File: src/rtl/srit_pkg.sv
`timescale 1ns / 1ps

package srit_pkg;

  localparam int unsigned CoordW  = 20;
  localparam int unsigned SizeW   = 19;
  localparam int unsigned DeltaW  = 21;
  localparam int unsigned DiffW   = 22;
  localparam int unsigned ProdW   = DeltaW + DiffW;
  localparam int unsigned OrientW = ProdW + 1;
  localparam int unsigned NumEdge = 4;

  typedef enum logic [1:0] {
    CFG_RECT_LEFT   = 2'd0,
    CFG_RECT_TOP    = 2'd1,
    CFG_RECT_WIDTH  = 2'd2,
    CFG_RECT_HEIGHT = 2'd3
  } cfg_idx_e;

  // rectangle side coordinate minus the endpoint coordinate
  typedef struct packed {
    logic signed [DiffW-1:0] left;
    logic signed [DiffW-1:0] right;
    logic signed [DiffW-1:0] top;
    logic signed [DiffW-1:0] bottom;
  } point_diff_t;

  // edges: 0 top, 1 right, 2 bottom, 3 left
  // corners: 0 top-left, 1 top-right, 2 bottom-right, 3 bottom-left
  // edge e runs from corner e to corner e+1
  typedef struct packed {
    logic               point_hit;
    logic [NumEdge-1:0] edge_split;
    logic [NumEdge-1:0] corner_box;
  } geom_flags_t;

endpackage

File: src/rtl/srit_geom_flags.sv
`timescale 1ns / 1ps

module srit_geom_flags (
  input  srit_pkg::point_diff_t a_i,
  input  srit_pkg::point_diff_t b_i,
  input  logic                  width_nz_i,
  input  logic                  height_nz_i,
  output srit_pkg::geom_flags_t flags_o
);

  logic a_lp, a_ln, a_lz, a_rp, a_rn, a_rz, a_tp, a_tn, a_tz, a_bp, a_bn, a_bz;
  logic b_lp, b_ln, b_lz, b_rp, b_rn, b_rz, b_tp, b_tn, b_tz, b_bp, b_bn, b_bz;
  logic a_inside, b_inside, a_on_edge, b_on_edge;
  logic box_l, box_r, box_t, box_b;

  assign a_lz = (a_i.left == '0);
  assign a_ln = a_i.left[srit_pkg::DiffW-1];
  assign a_lp = !a_ln && !a_lz;
  assign a_rz = (a_i.right == '0);
  assign a_rn = a_i.right[srit_pkg::DiffW-1];
  assign a_rp = !a_rn && !a_rz;
  assign a_tz = (a_i.top == '0);
  assign a_tn = a_i.top[srit_pkg::DiffW-1];
  assign a_tp = !a_tn && !a_tz;
  assign a_bz = (a_i.bottom == '0);
  assign a_bn = a_i.bottom[srit_pkg::DiffW-1];
  assign a_bp = !a_bn && !a_bz;

  assign b_lz = (b_i.left == '0);
  assign b_ln = b_i.left[srit_pkg::DiffW-1];
  assign b_lp = !b_ln && !b_lz;
  assign b_rz = (b_i.right == '0);
  assign b_rn = b_i.right[srit_pkg::DiffW-1];
  assign b_rp = !b_rn && !b_rz;
  assign b_tz = (b_i.top == '0);
  assign b_tn = b_i.top[srit_pkg::DiffW-1];
  assign b_tp = !b_tn && !b_tz;
  assign b_bz = (b_i.bottom == '0);
  assign b_bn = b_i.bottom[srit_pkg::DiffW-1];
  assign b_bp = !b_bn && !b_bz;

  // half-open point in rectangle
  assign a_inside = !a_lp && a_rp && !a_tp && a_bp;
  assign b_inside = !b_lp && b_rp && !b_tp && b_bp;

  // endpoint lying on one of the closed edges
  assign a_on_edge = (a_tz && !a_lp && !a_rn) || (a_bz && !a_lp && !a_rn) ||
                     (a_rz && !a_tp && !a_bn) || (a_lz && !a_tp && !a_bn);
  assign b_on_edge = (b_tz && !b_lp && !b_rn) || (b_bz && !b_lp && !b_rn) ||
                     (b_rz && !b_tp && !b_bn) || (b_lz && !b_tp && !b_bn);

  // corner coordinate within the segment bounding box, per axis
  assign box_l = !((a_lp && b_lp) || (a_ln && b_ln));
  assign box_r = !((a_rp && b_rp) || (a_rn && b_rn));
  assign box_t = !((a_tp && b_tp) || (a_tn && b_tn));
  assign box_b = !((a_bp && b_bp) || (a_bn && b_bn));

  always_comb begin
    flags_o.point_hit     = a_inside || b_inside || a_on_edge || b_on_edge;
    // endpoints strictly on opposite sides of the edge line
    flags_o.edge_split[0] = width_nz_i && ((a_tp && b_tn) || (a_tn && b_tp));
    flags_o.edge_split[1] = height_nz_i && ((a_rp && b_rn) || (a_rn && b_rp));
    flags_o.edge_split[2] = width_nz_i && ((a_bp && b_bn) || (a_bn && b_bp));
    flags_o.edge_split[3] = height_nz_i && ((a_lp && b_ln) || (a_ln && b_lp));
    flags_o.corner_box[0] = box_l && box_t;
    flags_o.corner_box[1] = box_r && box_t;
    flags_o.corner_box[2] = box_r && box_b;
    flags_o.corner_box[3] = box_l && box_b;
  end

endmodule

File: config.mk
export PLATFORM = sky130hd
export DESIGN_NAME = srit_geom_flags
export DESIGN_NICKNAME = d
export VERILOG_FILES = /design/src/rtl/srit_pkg.sv /design/src/rtl/srit_geom_flags.sv
export SDC_FILE = /design/constraint.sdc
export NUM_CORES = 1
export LEC_CHECK = 0
export ABC_AREA = 1
export BUFFER_PORTS_ARGS = -buffer_cell sky130_fd_sc_hd__buf_2
export CORE_AREA = 2 2 71 73
export DETAILED_ROUTE_END_ITERATION = 6
export DIE_AREA = 0 0 73 75
export PLACE_DENSITY = 0.65
export SLEW_MARGIN = 20
export SYNTH_ARGS = -nofsm -noshare
export SYNTH_HDL_FRONTEND = slang
export SYNTH_SLANG_ARGS = --single-unit
File: constraint.sdc
create_clock -name vclk -period 0.9
set_input_delay 0.045 -clock vclk [all_inputs]
set_output_delay 0.045 -clock vclk [all_outputs]
set_load 0.05 [all_outputs]
==> metrics.csv <==
stage;metric;value;unit
run_status;status;finished with violations;
run_status;violations;negative setup slack;
worst_setup_path;cpMaxStageDelayCell;sky130_fd_sc_hd__or2_0;
worst_setup_path;crit_arrival;1.15;ns
power_and_ir_drop;pwr_density;409;nW/um^2
floorplan;initial_core_util;18.4;%
worst_setup_path;timing.critical_path.cells;buf_2 > or2_0 > nor2_1 > nand3_2 > nand2_4 > nand3b_1 > nand2_1 > nand2_2 > nand2_4 > buf_8;
timing;total_count_of_max_transition_violations_in_the_final_report;0;
drt;post-route-drc-count;0;
synthesis;yosysWarnings;0;
synthesis;synthMostInstantiatedCell;sky130_fd_sc_hd__nor2_1;
timing;fin_worst_hold_slack;0.466;ns
worst_hold_path;worst_min_delay_path_class;primary input to output pin;
worst_setup_path;path_depth;10;
power_and_ir_drop;power.static_leakage;1.28;nW
floorplan;die_w;73;microns
floorplan;placement_rows;25;
global_routing;grt_start_max_net_pins;5;
cells_and_area;area.sequential;0;sq um
drt;post_detailed_route_wirelength_per_cell;9.53;microns
floorplan;die_area;5480;sq um
synthesis;mappedNetlistNets;387;
global_routing;grt_util_all_layers;15.0;%
power_and_ir_drop;total_chip_power;0.961;mW
timing;clock.fmax;0.835;GHz
synthesis;synthDominantAreaCellType;sky130_fd_sc_hd__nor2_1;
worst_setup_path;worst-path-buf-inv;2;
timing;report.final.setup_viol;9;
global_routing;grt_antenna_before_repair;0;
worst_setup_path;critical_path_fanouts_max;3;
drt;drt_pre_antenna_iters;4;
global_routing;gr-total-overflow;0;
drt;num_vias;1947;
synthesis;post_synthesis_mean_instance_area;4.10;sq um
worst_setup_path;cpPeakStageDelay;0.21;ns
synthesis;yosys.cell_types.count;12;
worst_setup_path;critical_path_class;primary input to output pin;
drt;average_vias_per_placed_instance;4.11;
placed_design;globalplace.congestion;0.790;
cells_and_area;clkbuf_count;0;
worst_setup_path;cpLargestDelayFamily;simple AND/OR/NAND/NOR gates;
worst_setup_path;worst-endpoint-required;0.85;ns
placed_design;port-buffer-count;187;
drt;route.final.wire_length;4.52;mm
worst_setup_path;worstSetupEndpoint;flags_o[8];
worst_setup_path;worst_setup_path_start_kind;primary input;
global_routing;grt_first_pass_wirelength;6.76;mm
clock_tree;postCtsHoldBufs;0;
synthesis;synth_top_area_share;47.7;%
timing;timing.slew.headroom;76.1;%
drt;postRouteAntennaNets;0;
synthesis;synth_seq_area_share;0;%
worst_setup_path;crit_end_element;output pin;
cells_and_area;synthToLayoutAreaGrowth;174;%
cells_and_area;final_layout_size_suffix_gt1_share;60.7;%
synthesis;synthTopCellsByCount;sky130_fd_sc_hd__nor2_1 (109), sky130_fd_sc_hd__nand2_1 (54), sky130_fd_sc_hd__nand3_1 (11);
cells_and_area;final_net_count;600;
cells_and_area;design.seq.count;0;
worst_setup_path;cp-startpoint;b_i[47];
cells_and_area;antenna_cells_inserted;0;
synthesis;synth_area_leaders;sky130_fd_sc_hd__nor2_1 (48%), sky130_fd_sc_hd__nand2_1 (24%), sky130_fd_sc_hd__nand3_1 (6.4%), sky130_fd_sc_hd__or2_0 (5.8%), sky130_fd_sc_hd__inv_1 (3.5%);
flow_run;maxCapViolations;0;
placed_design;numPlacedInstances;472;
timing;rsz_0062_raised_after_global_routing;true;
timing;fin_crit;1.20;ns
cells_and_area;finalCoreUtilization;50.4;%
placed_design;hpwlAfterDp;4.05;mm
synthesis;syn-instance-count;209;
floorplan;floorplan.core_area;4660;sq um
timing;period_share;133;%
synthesis;synth.cell_area;857;sq um
global_routing;first_global_vias;1784;
floorplan;count_of_boundary_i_o_pins;187;
timing;final_setup_margin;-0.298;ns
worst_setup_path;cp_common_cell;sky130_fd_sc_hd__nand2_4;
drt;drtIter0Drc;26;
timing;finalHoldViolations;0;
timing;worst_slew_pin_tran;0.355;ns
cells_and_area;layoutNonFillerInstCount;474;
power_and_ir_drop;vdd_ir_drop_max;0.000265;V
floorplan;floorplan.die.height;75;microns
[metal layers]
layer / vias up / global-route usage, % / part of all wire, %
li1: 1073 / - / -
met1: 778 / 17.3 / 40
met2: 96 / 31.0 / 52
met3: 0 / 0.937 / 7.9
met4: 0 / 0.823 / 0
met5: - / 0 / 0
[final cells by class]
cell class	count	area [sq um]
fillers	500	2310
repair buffers	211	1230
multi-input cells	200	1020
well taps	54	67.6
inverters	9	33.8
[what timing repair did]
item	in CTS	in global routing
setup buffers	1	1
gates resized for setup	35	28
cloned	0	0
endpoints found under the setup margin	9	9
pin swaps	20	21
[power breakdown]
group,total [mW],switching [mW],internal (mW)
Sequential,0,0,0
Clock,0,0,0
Combinational,0.961,0.425,0.536
Total,0.961,0.425,0.536
[kinds of logic (layout without fill, tap and decap cells)]
group	count (synthesis)	count (layout)	synth area share (%)
AO/OA/AOI/OAI	13	13	8.61
buffers and inverters	9	220	3.94
AND/OR/NAND/NOR	187	187	87.4
[layout by cell type, fill, tap and decap left out, types with 6 or more instances in the layout]
| cell | synthesis | final |
|---|---|---|
| sky130_fd_sc_hd__nand2_2 | 4 | 7 |
| sky130_fd_sc_hd__nor2_2 | 0 | 13 |
| sky130_fd_sc_hd__buf_2 | 0 | 172 |
| sky130_fd_sc_hd__buf_4 | 0 | 22 |
| sky130_fd_sc_hd__nand2_1 | 54 | 47 |
| sky130_fd_sc_hd__buf_6 | 0 | 14 |
| sky130_fd_sc_hd__or2_0 | 8 | 6 |
| sky130_fd_sc_hd__inv_1 | 8 | 8 |
| sky130_fd_sc_hd__nor2_1 | 109 | 93 |
| sky130_fd_sc_hd__nand3_2 | 0 | 7 |
[worst min-delay path by stage]
stage                            from         end  slack (ns)  cells after the start
after detailed placement   width_nz_i  flags_o[6]        0.52                      4
after global routing       width_nz_i  flags_o[6]        0.49                      4
after CTS                  width_nz_i  flags_o[6]        0.47                      4
final                     height_nz_i  flags_o[5]        0.47                      4
after floorplan           height_nz_i  flags_o[5]        0.28                      2
after global placement    height_nz_i  flags_o[7]        0.51                      4
[metrics by stage]
stage          cell area, sq um  worst slack [ns]  TNS, ns
2_1_floorplan               931            -0.277   -0.953
3_3_place_gp               2100            -0.425    -2.80
3_5_place_dp               2100            -0.422    -2.85
4_1_cts                    2240            -0.287    -1.89
5_1_grt                    2350            -0.386    -2.61
6_report                   2350            -0.298    -1.87
(Power assumes the default switching activity.)
